==> config.mk <==
export PLATFORM = sky130hd
export DESIGN_NAME = permutation_unrank
export DESIGN_NICKNAME = d
export VERILOG_FILES = /design/src/rtl/pu_pkg.sv /design/src/rtl/pu_digit_cell.sv /design/src/rtl/pu_select_cell.sv /design/src/rtl/permutation_unrank.sv
export SDC_FILE = /design/constraint.sdc
export NUM_CORES = 2
export LEC_CHECK = 0
export ABC_AREA = 1
export BUFFER_PORTS_ARGS = -buffer_cell sky130_fd_sc_hd__buf_2
export CORE_ASPECT_RATIO = 1.75
export CORE_MARGIN = 5
export CORE_UTILIZATION = 45
export CTS_BUF_LIST = sky130_fd_sc_hd__clkbuf_8
export DETAILED_ROUTE_END_ITERATION = 8
export PLACE_DENSITY = 0.72
export SLEW_MARGIN = 15
export SYNTH_ARGS = -nofsm -noshare
export SYNTH_HDL_FRONTEND = slang
export SYNTH_SLANG_ARGS = --single-unit
==> constraint.sdc <==
create_clock -name clk -period 16.28 [get_ports clk]
set_clock_uncertainty 0.2 [all_clocks]
set_input_delay 1.628 -clock clk [delete_from_list [all_inputs] [get_ports clk]]
set_output_delay 1.628 -clock clk [all_outputs]
set_load 0.1 [all_outputs]
==> src/rtl/pu_pkg.sv <==
// ----------------------------------------------------------------------------
// Permutation unrank package
// Shared widths, types and register codes for the permutation unranking
// pipeline.
// ----------------------------------------------------------------------------
package pu_pkg;

    // Design sizes
    localparam int MAX_ELEMENTS = 8;
    localparam int ELEMENT_BITS = 8;
    localparam int LIST_BITS    = MAX_ELEMENTS * ELEMENT_BITS;
    localparam int RANK_BITS    = 16;
    localparam int SIZE_BITS    = 4;
    localparam int DIGIT_BITS   = $clog2(MAX_ELEMENTS);
    localparam int CNT_BITS     = $clog2(MAX_ELEMENTS + 1);
    localparam int SIZE_RESET   = 8;

    // Configuration register indexes
    localparam int CFG_INDEX_BITS = 1;
    localparam logic [CFG_INDEX_BITS-1:0] CFG_SET_SIZE     = 1'd0;
    localparam logic [CFG_INDEX_BITS-1:0] CFG_SET_ELEMENTS = 1'd1;

    // Element list, element zero in the lowest slot
    typedef logic [MAX_ELEMENTS-1:0][ELEMENT_BITS-1:0] elem_list_t;

    // Factorial-base digits, digit k in slot k
    typedef logic [MAX_ELEMENTS-1:0][DIGIT_BITS-1:0] digit_vec_t;

    // Payload of the digit extraction chain
    typedef struct packed {
        logic [RANK_BITS-1:0] quot;
        digit_vec_t           digits;
    } pu_digit_t;

    // Payload of the element selection chain
    typedef struct packed {
        elem_list_t elems;
        digit_vec_t digits;
    } pu_sel_t;

endpackage

==> src/rtl/pu_digit_cell.sv <==
// ----------------------------------------------------------------------------
// Factorial digit cell
// Divides the running quotient by a fixed small divisor using a reciprocal
// multiply and one correction step, and stores the remainder as a digit.
// ----------------------------------------------------------------------------
module pu_digit_cell
(
    input  logic                                 clk,
    input  logic                                 rst_n,
    input  logic [pu_pkg::CNT_BITS-1:0]          divisor,
    input  logic [pu_pkg::RANK_BITS-1:0]         recip,
    input  logic [pu_pkg::DIGIT_BITS-1:0]        digit_pos,
    input  logic                                 in_valid,
    output logic                                 in_ready,
    input  pu_pkg::pu_digit_t                    in_data,
    output logic                                 out_valid,
    input  logic                                 out_ready,
    output pu_pkg::pu_digit_t                    out_data
);
    import pu_pkg::*;

    logic                     valid_a_reg;
    logic                     valid_b_reg;
    logic                     ready_a;
    logic                     ready_b;
    logic [RANK_BITS-1:0]     x_a_reg;
    logic [2*RANK_BITS-1:0]   prod_a_reg;
    logic [2*RANK_BITS-1:0]   prod_next;
    digit_vec_t               digits_a_reg;
    logic [RANK_BITS-1:0]     q_est;
    logic [RANK_BITS-1:0]     back;
    logic [RANK_BITS-1:0]     rem_est;
    logic [RANK_BITS-1:0]     div_w;
    logic                     over;
    pu_digit_t                data_b_next;
    pu_digit_t                data_b_reg;

    // Each stage moves on when it is empty or its successor takes a transfer.
    assign ready_b  = !valid_b_reg || out_ready;
    assign ready_a  = !valid_a_reg || ready_b;
    assign in_ready = ready_a;

    // Stage A: estimate of the quotient by reciprocal multiply.
    assign prod_next = (2*RANK_BITS)'(in_data.quot) * (2*RANK_BITS)'(recip);

    // Stage B: remainder of the estimate, then one correction.
    always_comb
    begin
        div_w   = RANK_BITS'(divisor);
        q_est   = prod_a_reg[2*RANK_BITS-1:RANK_BITS];
        back    = RANK_BITS'(q_est * div_w);
        rem_est = x_a_reg - back;
        over    = (rem_est >= div_w);
        data_b_next        = '{quot: q_est, digits: digits_a_reg};
        if (over)
        begin
            data_b_next.quot = q_est + RANK_BITS'(1);
            rem_est          = rem_est - div_w;
        end
        data_b_next.digits[digit_pos] = rem_est[DIGIT_BITS-1:0];
    end

    // Stage valid flags
    always_ff @(posedge clk or negedge rst_n)
    begin
        if (!rst_n)
        begin
            valid_a_reg <= 1'b0;
            valid_b_reg <= 1'b0;
        end
        else
        begin
            if (ready_a)
            begin
                valid_a_reg <= in_valid;
            end
            if (ready_b)
            begin
                valid_b_reg <= valid_a_reg;
            end
        end
    end

    // Stage payloads
    always_ff @(posedge clk)
    begin
        if (ready_a && in_valid)
        begin
            x_a_reg      <= in_data.quot;
            prod_a_reg   <= prod_next;
            digits_a_reg <= in_data.digits;
        end
        if (ready_b && valid_a_reg)
        begin
            data_b_reg <= data_b_next;
        end
    end

    assign out_valid = valid_b_reg;
    assign out_data  = data_b_reg;

endmodule

==> src/rtl/pu_select_cell.sv <==
// ----------------------------------------------------------------------------
// Element selection cell
// Settles one position of the permutation: the element at the digit's offset
// among the remaining elements moves to this position, the ones it passes
// shift up by one.
// ----------------------------------------------------------------------------
module pu_select_cell
(
    input  logic                                 clk,
    input  logic                                 rst_n,
    input  logic [pu_pkg::DIGIT_BITS-1:0]        pos,
    input  logic [pu_pkg::CNT_BITS-1:0]          list_size,
    input  logic                                 in_valid,
    output logic                                 in_ready,
    input  pu_pkg::pu_sel_t                      in_data,
    output logic                                 out_valid,
    input  logic                                 out_ready,
    output pu_pkg::pu_sel_t                      out_data
);
    import pu_pkg::*;

    logic                   valid_reg;
    pu_sel_t                data_reg;
    pu_sel_t                data_next;
    elem_list_t             prev;
    logic [CNT_BITS-1:0]    pos_w;
    logic [CNT_BITS-1:0]    k;
    logic [CNT_BITS-1:0]    top;
    logic [DIGIT_BITS-1:0]  digit;
    logic                   active;

    assign in_ready = !valid_reg || out_ready;

    // Each slot's lower neighbour, for the shift-up.
    always_comb
    begin
        prev[0] = in_data.elems[0];
        for (int j = 1; j < MAX_ELEMENTS; j++)
        begin
            prev[j] = in_data.elems[j-1];
        end
    end

    // Pick the digit for this position and rotate the chosen element down.
    always_comb
    begin
        pos_w  = CNT_BITS'(pos);
        active = ((pos_w + CNT_BITS'(1)) < list_size);
        k      = list_size - CNT_BITS'(1) - pos_w;
        digit  = active ? in_data.digits[k[DIGIT_BITS-1:0]] : '0;
        top    = pos_w + CNT_BITS'(digit);
        data_next = in_data;
        for (int j = 0; j < MAX_ELEMENTS; j++)
        begin
            if (CNT_BITS'(j) == pos_w)
            begin
                data_next.elems[j] = in_data.elems[top[DIGIT_BITS-1:0]];
            end
            else if ((CNT_BITS'(j) > pos_w) && (CNT_BITS'(j) <= top))
            begin
                data_next.elems[j] = prev[j];
            end
        end
    end

    // Stage valid flag
    always_ff @(posedge clk or negedge rst_n)
    begin
        if (!rst_n)
        begin
            valid_reg <= 1'b0;
        end
        else if (in_ready)
        begin
            valid_reg <= in_valid;
        end
    end

    // Stage payload
    always_ff @(posedge clk)
    begin
        if (in_ready && in_valid)
        begin
            data_reg <= data_next;
        end
    end

    assign out_valid = valid_reg;
    assign out_data  = data_reg;

endmodule

==> src/rtl/permutation_unrank.sv <==
// ----------------------------------------------------------------------------
// Permutation unrank
// Returns the lexicographic permutation of a given rank over a configured
// list of up to eight elements.
// ----------------------------------------------------------------------------
// Pipeline: two stages per digit cell (multiply, then correct), one per select
// cell, one output stage.
// Throughput: one rank per cycle unless out_ready stalls; every stage is fully pipelined.
// Reset: pipeline empty, list length eight, all list elements zero.
// ----------------------------------------------------------------------------
module permutation_unrank
(
    input  logic                                 clk,
    input  logic                                 rst_n,
    input  logic                                 cfg_write,
    input  logic [pu_pkg::CFG_INDEX_BITS-1:0]    cfg_index,
    input  logic [pu_pkg::LIST_BITS-1:0]         cfg_data,
    input  logic                                 in_valid,
    output logic                                 in_ready,
    input  logic [pu_pkg::RANK_BITS-1:0]         rank,
    output logic                                 out_valid,
    input  logic                                 out_ready,
    output logic [pu_pkg::LIST_BITS-1:0]         permuted_elements
);
    import pu_pkg::*;

    logic [SIZE_BITS-1:0]     set_size_reg;
    logic [LIST_BITS-1:0]     set_elements_reg;
    logic [CNT_BITS-1:0]      list_size;

    logic [MAX_ELEMENTS-1:0]  dc_valid;
    logic [MAX_ELEMENTS-1:0]  dc_ready;
    pu_digit_t                dc_data [MAX_ELEMENTS];

    logic [MAX_ELEMENTS-1:0]  sc_valid;
    logic [MAX_ELEMENTS-1:0]  sc_ready;
    pu_sel_t                  sc_data [MAX_ELEMENTS];

    logic                     out_valid_reg;
    logic                     out_take;
    elem_list_t               out_next;
    elem_list_t               out_reg;

    // Configuration registers
    always_ff @(posedge clk or negedge rst_n)
    begin
        if (!rst_n)
        begin
            set_size_reg     <= SIZE_BITS'(SIZE_RESET);
            set_elements_reg <= '0;
        end
        else if (cfg_write)
        begin
            case (cfg_index)
                CFG_SET_SIZE:     set_size_reg     <= cfg_data[SIZE_BITS-1:0];
                CFG_SET_ELEMENTS: set_elements_reg <= cfg_data;
                default:          ;
            endcase
        end
    end

    // List length, saturated at the maximum.
    assign list_size = (set_size_reg > SIZE_BITS'(MAX_ELEMENTS))
                     ? CNT_BITS'(MAX_ELEMENTS) : CNT_BITS'(set_size_reg);

    // Entry of the digit chain
    assign dc_valid[0] = in_valid;
    assign in_ready    = dc_ready[0];
    assign dc_data[0]  = '{quot: rank, digits: '0};

    // Digit chain: cell k divides by k+1 and keeps digit k.
    for (genvar k = 1; k < MAX_ELEMENTS; k++)
    begin : g_digit
        localparam int DIV   = k + 1;
        localparam int RECIP = (2 ** RANK_BITS) / DIV;

        pu_digit_cell u_cell
        (
            .clk       (clk),
            .rst_n     (rst_n),
            .divisor   (CNT_BITS'(DIV)),
            .recip     (RANK_BITS'(RECIP)),
            .digit_pos (DIGIT_BITS'(k)),
            .in_valid  (dc_valid[k-1]),
            .in_ready  (dc_ready[k-1]),
            .in_data   (dc_data[k-1]),
            .out_valid (dc_valid[k]),
            .out_ready (dc_ready[k]),
            .out_data  (dc_data[k])
        );
    end

    // Hand-over from digits to selection: load the configured list.
    assign sc_valid[0]              = dc_valid[MAX_ELEMENTS-1];
    assign dc_ready[MAX_ELEMENTS-1] = sc_ready[0];
    assign sc_data[0] = '{elems:  elem_list_t'(set_elements_reg),
                          digits: dc_data[MAX_ELEMENTS-1].digits};

    // Selection chain: cell i settles position i.
    for (genvar i = 0; i < MAX_ELEMENTS - 1; i++)
    begin : g_select
        pu_select_cell u_cell
        (
            .clk       (clk),
            .rst_n     (rst_n),
            .pos       (DIGIT_BITS'(i)),
            .list_size (list_size),
            .in_valid  (sc_valid[i]),
            .in_ready  (sc_ready[i]),
            .in_data   (sc_data[i]),
            .out_valid (sc_valid[i+1]),
            .out_ready (sc_ready[i+1]),
            .out_data  (sc_data[i+1])
        );
    end

    // Output stage: clear the slots beyond the list length.
    assign out_take                 = !out_valid_reg || out_ready;
    assign sc_ready[MAX_ELEMENTS-1] = out_take;

    always_comb
    begin
        for (int j = 0; j < MAX_ELEMENTS; j++)
        begin
            out_next[j] = (CNT_BITS'(j) < list_size)
                        ? sc_data[MAX_ELEMENTS-1].elems[j] : '0;
        end
    end

    always_ff @(posedge clk or negedge rst_n)
    begin
        if (!rst_n)
        begin
            out_valid_reg <= 1'b0;
        end
        else if (out_take)
        begin
            out_valid_reg <= sc_valid[MAX_ELEMENTS-1];
        end
    end

    always_ff @(posedge clk)
    begin
        if (out_take && sc_valid[MAX_ELEMENTS-1])
        begin
            out_reg <= out_next;
        end
    end

    assign out_valid         = out_valid_reg;
    assign permuted_elements = out_reg;

endmodule

-- Word-level counts from Yosys, hierarchy flattened
Cells that the tools add are included.
- flip-flop bits (word level): 1207
- bits of input ports: 86
- output and inout port bits: 66
- word-level logic and storage cells: 443
- add/sub/neg operators: 33
- $mul: 8
- order comparisons: 58
- muxes and demuxes: 77
- bitwise logic cells: 1
- reduce and logical (&&, ||, !) cells: 68
- operators by type and width (kind ; number):
    $mux 8 ; 35
    $bmux 8 s3 ; 7
    $sub 16x16->16 ; 6
    $le 3x4->1 const A ; 18
    $add 16x1->16 const B ; 4
    $ge 16x3->1 const B ; 4
    $mux 16 ; 4
    $bmux 3 s3 ; 7
    $mux 3 ; 21
    $mul 16x13->29 const B ; 2
    $lt 3x4->1 const B ; 14
    $ge 16x2->1 const B ; 2
    $mul 16x3->16 const B ; 2
    $mul 16x15->31 const B ; 1
    $mul 15x14->29 const B ; 1
    $logic_and 1x1->1 ; 22
    $logic_not 1->1 ; 22
    $logic_or 1x1->1 ; 22
    $sub 3x3->3 const B ; 7
    $add 15x1->16 const B ; 1
    $ge 16x4->1 const B ; 1
    $lt 3x4->1 const A ; 4
    $mul 16x2->15 const B ; 1
    $mul 16x2->16 const B ; 1
    other kinds (19) ; 36

-- Depth between registers and ports, before layout
- depth after elaboration: 24
- gate-level depth with buffers: 24
- mapped depth without buffers: 23

-- Modules after synthesis
Synthesis repeated with hierarchy kept, for this count alone.
- cell total of the unflattened synthesis: 18820
- area total of the unflattened synthesis: 151551.6 um^2
- modules (own cells, without submodules) (module ; times used ; cells each ; area each (um^2) ; seq. area each (um^2)):
    pu_digit_cell at g_digit[1].u_cell ... ; 3 ; 1892 ; 15128.3 ; 2932.8
    pu_select_cell at g_select[0].u_cell ... ; 6 ; 707 ; 5684.2 ; 2667.6
    pu_digit_cell at g_digit[6].u_cell ; 1 ; 1921 ; 15392.3 ; 2932.8
    pu_digit_cell at g_digit[7].u_cell ; 1 ; 1944 ; 15285.9 ; 2932.8
    pu_digit_cell at g_digit[5].u_cell ; 1 ; 1910 ; 15213.3 ; 2932.8
    pu_digit_cell at g_digit[4].u_cell ; 1 ; 1915 ; 15174.6 ; 2932.8
    pu_select_cell at g_select[6].u_cell ; 1 ; 698 ; 5744.3 ; 2667.6
    permutation_unrank ; 1 ; 514 ; 5251.3 ; 3649.8

-- Worst setup path before layout
OpenSTA, ideal clock, no wires.
- path type: input port to flip-flop
- start point: input port out_ready
- end point: register g_select[3].u_cell.data_reg (netlist bit g_select[3].u_cell.out_data[10]), enable pin
- library setup time: 549 ps
- arrival: 5938 ps
- required time: 15531 ps
- path slack: 9593 ps
- stages on the path: 6
- buffers on the path: 0
- path through: inv_1 nand3_1 nor2_1 inv_1 nor2_1 a21oi_1
- word-level cells in the longest chain between the ends: 6
- RTL lines (item ; RTL line ; text):
    start, declared ; permutation_unrank.sv:22 ; input logic out_ready,
    $logic_or 1x1->1 ; permutation_unrank.sv:118 ; assign out_take = !out_valid_reg || out_ready;
    $logic_or 1x1->1 (4 in a row) ; pu_select_cell.sv:32 ; assign in_ready = !valid_reg || out_ready;
    $logic_and 1x1->1 ; pu_select_cell.sv:82 ; if (in_ready && in_valid)
    end signal, assigned ; pu_select_cell.sv:84 ; data_reg <= data_next;
    end, declared ; pu_select_cell.sv:23 ; pu_sel_t data_reg;
No other way between the ends.
A chain may end at the register's enable or synchronous reset.

-- Worst setup path after layout
- start point: input port out_ready
- end point: output port in_ready
- word-level cells in the longest chain between the ends: 22
- RTL lines (item ; RTL line ; text):
    $logic_or 1x1->1 ; permutation_unrank.sv:118 ;
    $logic_or 1x1->1 (7 in a row) ; pu_select_cell.sv:32 ;
    $logic_or 1x1->1 ; pu_digit_cell.sv:39 ; assign ready_b = !valid_b_reg || out_ready;
    $logic_or 1x1->1 ; pu_digit_cell.sv:40 ; assign ready_a = !valid_a_reg || ready_b;
    $logic_or 1x1->1 ; pu_digit_cell.sv:39 ;
    $logic_or 1x1->1 ; pu_digit_cell.sv:40 ;
    $logic_or 1x1->1 ; pu_digit_cell.sv:39 ;
    $logic_or 1x1->1 ; pu_digit_cell.sv:40 ;
    $logic_or 1x1->1 ; pu_digit_cell.sv:39 ;
    $logic_or 1x1->1 ; pu_digit_cell.sv:40 ;
    $logic_or 1x1->1 ; pu_digit_cell.sv:39 ;
    $logic_or 1x1->1 ; pu_digit_cell.sv:40 ;
    $logic_or 1x1->1 ; pu_digit_cell.sv:39 ;
    $logic_or 1x1->1 ; pu_digit_cell.sv:40 ;
    $logic_or 1x1->1 ; pu_digit_cell.sv:39 ;
    $logic_or 1x1->1 ; pu_digit_cell.sv:40 ;
    end, declared ; permutation_unrank.sv:19 ; output logic in_ready,
No other way between the ends.

==> load_flow_metrics.sql <==
INSERT INTO impl_metrics (metric_group, metric, value, unit) VALUES
('die', 'num_io_pins', '152', ''),
('die', 'coreArea', '134300', 'µm²'),
('final_layout', 'multi_input_area', '25680', 'µm²'),
('worst_setup_path', 'endpoint_kind', 'primary output', ''),
('timing', 'tightest_slew', '1.098', 'ns'),
('route', 'vias_post_dr', '40177', ''),
('die', 'floorplan.initialDensity', '0.4515', ''),
('worst_setup_path', 'crit_path_max_fanout', '4', ''),
('route', 'detailedRoute.firstIterationViolations', '2591', ''),
('synthesis', 'mean_syn_cell_area', '10.70', 'µm²'),
('timing', 'slew_headroom', '0.2663', ''),
('timing', 'final_report_setup_violation_count', '0', ''),
('run_status', 'status', 'completed', ''),
('placed_design', 'global_placement_routability_congestion', '0.9501', ''),
('synthesis', 'ranking_of_synthesized_cells_by_instance_count', '956 x sky130_fd_sc_hd__edfxtp_1, 944 x sky130_fd_sc_hd__nand2_1, 903 x sky130_fd_sc_hd__inv_1', ''),
('worst_setup_path', 'crit_required', '14.45', 'ns'),
('route', 'postRouteAntennaNets', '0', ''),
('timing', 'setup-tns-final', '0', 'ns'),
('grt', 'grt_remaining_overflow', '0', ''),
('worst_setup_path', 'worstSetupPathType', 'primary input to primary output', ''),
('worst_setup_path', 'timing.critical_path.slowest_stage_cell', 'sky130_fd_sc_hd__nor2_1', ''),
('synthesis', 'synth-warning-count', '0', ''),
('timing', 'final_hold_violation_count', '0', ''),
('die', 'dieWidth', '287.5', 'µm'),
('worst_setup_path', 'cpPeakStageDelay', '0.41', 'ns'),
('job', 'max_cap_viol_count', '0', ''),
('synthesis', 'yosysTopAreaCell', 'sky130_fd_sc_hd__edfxtp_1', ''),
('final_layout', 'drive_above_1_share', '0.09009', ''),
('synthesis', 'yosys_top_cell_area_share', '0.4735', ''),
('clock_network', 'cts.repair.resized', '0', ''),
('clock_network', 'cts_buf_count', '154', ''),
('route', 'routed_wire_length_per_instance', '17.95', 'µm'),
('min_path', 'worstHoldPathType', 'flop to flop', ''),
('grt', 'pin_count_of_the_biggest_net_entering_global_routing', '103', ''),
('grt', 'antenna_found_initial', '2', ''),
('clock_network', 'tritoncts', 'done', ''),
('final_layout', 'final_cell_area', '66320', 'µm²'),
('final_layout', 'nets', '6726', ''),
('clock_network', 'worst_setup_hold_path_clk_slew', '0.07', 'ns'),
('clock_network', 'clkLatencyLatePin', '0.84', 'ns'),
('timing', 'final_worst_path_cycle_share', '0.3958', ''),
('synthesis', 'synth_seq_area_share', '0.5107', ''),
('clock_network', 'post_cts_buffers', '0', ''),
('route', 'route.detailed.drc', '0', ''),
('worst_setup_path', 'crit_arrival', '4.62', 'ns'),
('die', 'dieHeight', '495.6', 'µm'),
('grt', 'grt_usage', '0.1975', ''),
('placed_design', 'detailed_place_hpwl', '111900', 'µm'),
('die', 'die_area', '142500', 'µm²'),
('timing', 'timing.final.max_slew_violations', '0', ''),
('timing', 'period_needed', '6.443', 'ns'),
('route', 'vias_per_cell', '5.147', ''),
('die', 'num_rows', '178', ''),
('final_layout', 'largest_register_ffs', '554', ''),
('final_layout', 'finish.utilization', '0.4939', ''),
('clock_network', 'clock_sink_count', '1046', ''),
('placed_design', 'dpl_cell_area', '63330', 'µm²'),
('clock_network', 'h-tree-depth', '4', ''),
('clock_network', 'cts_hold_buffers', '0', ''),
('synthesis', 'postSynthRegisterBits', '1046', ''),
('worst_setup_path', 'path_cells', 'buf_2 > inv_1 > nand3_1 > nor2_1 > nand4_1 > nor2_1 > nand4_1 > nor2_1 > nand4_1 > nor2_1 > nand4_1 > nor2_1 > nand4_1 > buf_2', ''),
('synthesis', 'ys_top_cells_by_area', 'sky130_fd_sc_hd__edfxtp_1 47%, sky130_fd_sc_hd__ha_1 11%, sky130_fd_sc_hd__fa_1 8.1%', ''),
('route', 'drt-total-wl', '140100', 'µm'),
('grt', 'vias_in_the_first_global_route', '41822', ''),
('synthesis', 'netlist-cell-type-count', '79', ''),
('grt', 'first_pass_grt_wire_length', '221100', 'µm'),
('synthesis', 'synth_edf_count', '956', ''),
('worst_setup_path', 'start_kind', 'primary input', ''),
('clock_network', 'clock_tree.buffer_depth', '3', ''),
('synthesis', 'post_synth_instance_area', '60630', 'µm²'),
('synthesis', 'synth_async_sr_flop_share', '0.08604', '');
[through the flow]
stage                     cells  worst slack (ns)  hold slack, ns
after CTS                  7805             9.713          0.1920
final                      7806             9.837          0.2007
after global routing       7806             9.392          0.2048
after floorplan            5668             9.593          0.2003
after global placement     7528             9.647          0.2005
after detailed placement   7528             9.694          0.2045
[final cells by class]
| class | instances | share of cell area |
|---|---|---|
| diodes | 1 | 0.00003773 |
| clock buffers | 158 | 0.03279 |
| clock inverters | 119 | 0.01232 |
| inverters | 927 | 0.05258 |
| multi-input cells | 3579 | 0.3872 |
| flip-flops and latches | 1046 | 0.4668 |
| well taps | 1800 | 0.03396 |
| repair buffers | 176 | 0.01426 |
[kinds of logic after synthesis]
group           share of synthesized area
flops                              0.5107
buf+inv                           0.06724
mux                              0.009039
other cells                     0.0001239
compound gates                    0.09006
simple gates                       0.1133
xor+xnor                          0.02311
fa+ha+maj                          0.1865
[critical path: cells and delay by family]
family                 cells  cell delay (ns)
buffers and inverters      3             0.55
AND/OR/NAND/NOR           11             2.41
[worst paths after layout]
check                                              start                                 to  slack (ns)  depth (start not counted)
min in group asynchronous                          rst_n                          out_valid        0.61                          1
max reg2reg                              set_size_reg[3]    g_select[1].u_cell.out_data[86]       10.19                         17
max in group asynchronous                          rst_n                set_elements_reg[6]       14.12                          2
min reg2reg                g_digit[6].u_cell.out_data[8]  g_digit[7].u_cell.digits_a_reg[8]        0.20                          0
min                        g_digit[6].u_cell.out_data[8]  g_digit[7].u_cell.digits_a_reg[8]        0.20                          0
max                                            out_ready                           in_ready        9.84                         14
[placed cells by master, fill, tap and decap left out, types with 16 or more instances in the layout]
cell,instances
sky130_fd_sc_hd__o21ai_0,460
sky130_fd_sc_hd__buf_4,26
sky130_fd_sc_hd__o211ai_1,31
sky130_fd_sc_hd__nand3_1,163
sky130_fd_sc_hd__a21o_1,19
sky130_fd_sc_hd__nand4_1,40
sky130_fd_sc_hd__o21a_1,16
sky130_fd_sc_hd__a21oi_1,254
sky130_fd_sc_hd__nor2_1,378
sky130_fd_sc_hd__nor3_1,23
sky130_fd_sc_hd__clkinv_1,34
sky130_fd_sc_hd__dfrtp_1,89
sky130_fd_sc_hd__xnor2_1,42
sky130_fd_sc_hd__xor2_1,113
sky130_fd_sc_hd__inv_1,941
sky130_fd_sc_hd__nor2_4,17
sky130_fd_sc_hd__o21ai_1,51
sky130_fd_sc_hd__ha_1,510
sky130_fd_sc_hd__nand2_1,943
sky130_fd_sc_hd__clkbuf_8,158
sky130_fd_sc_hd__buf_2,150
sky130_fd_sc_hd__clkinv_2,18
sky130_fd_sc_hd__fa_1,246
sky130_fd_sc_hd__mux2_2,38
sky130_fd_sc_hd__edfxtp_1,956
sky130_fd_sc_hd__a31oi_1,27
sky130_fd_sc_hd__inv_2,23
sky130_fd_sc_hd__o22ai_1,26
[layer usage]
metal / GRT usage / part of all wire
met3: 0.02955 / 0.041
met4: 0.1121 / 0.064
met1: 0.2070 / 0.36
met2: 0.3735 / 0.54
met5: 0 / 0
Power is left out: the tool's default activity adds up to more than one toggle a clock period on the data nets, which glitch-free logic cannot reach.
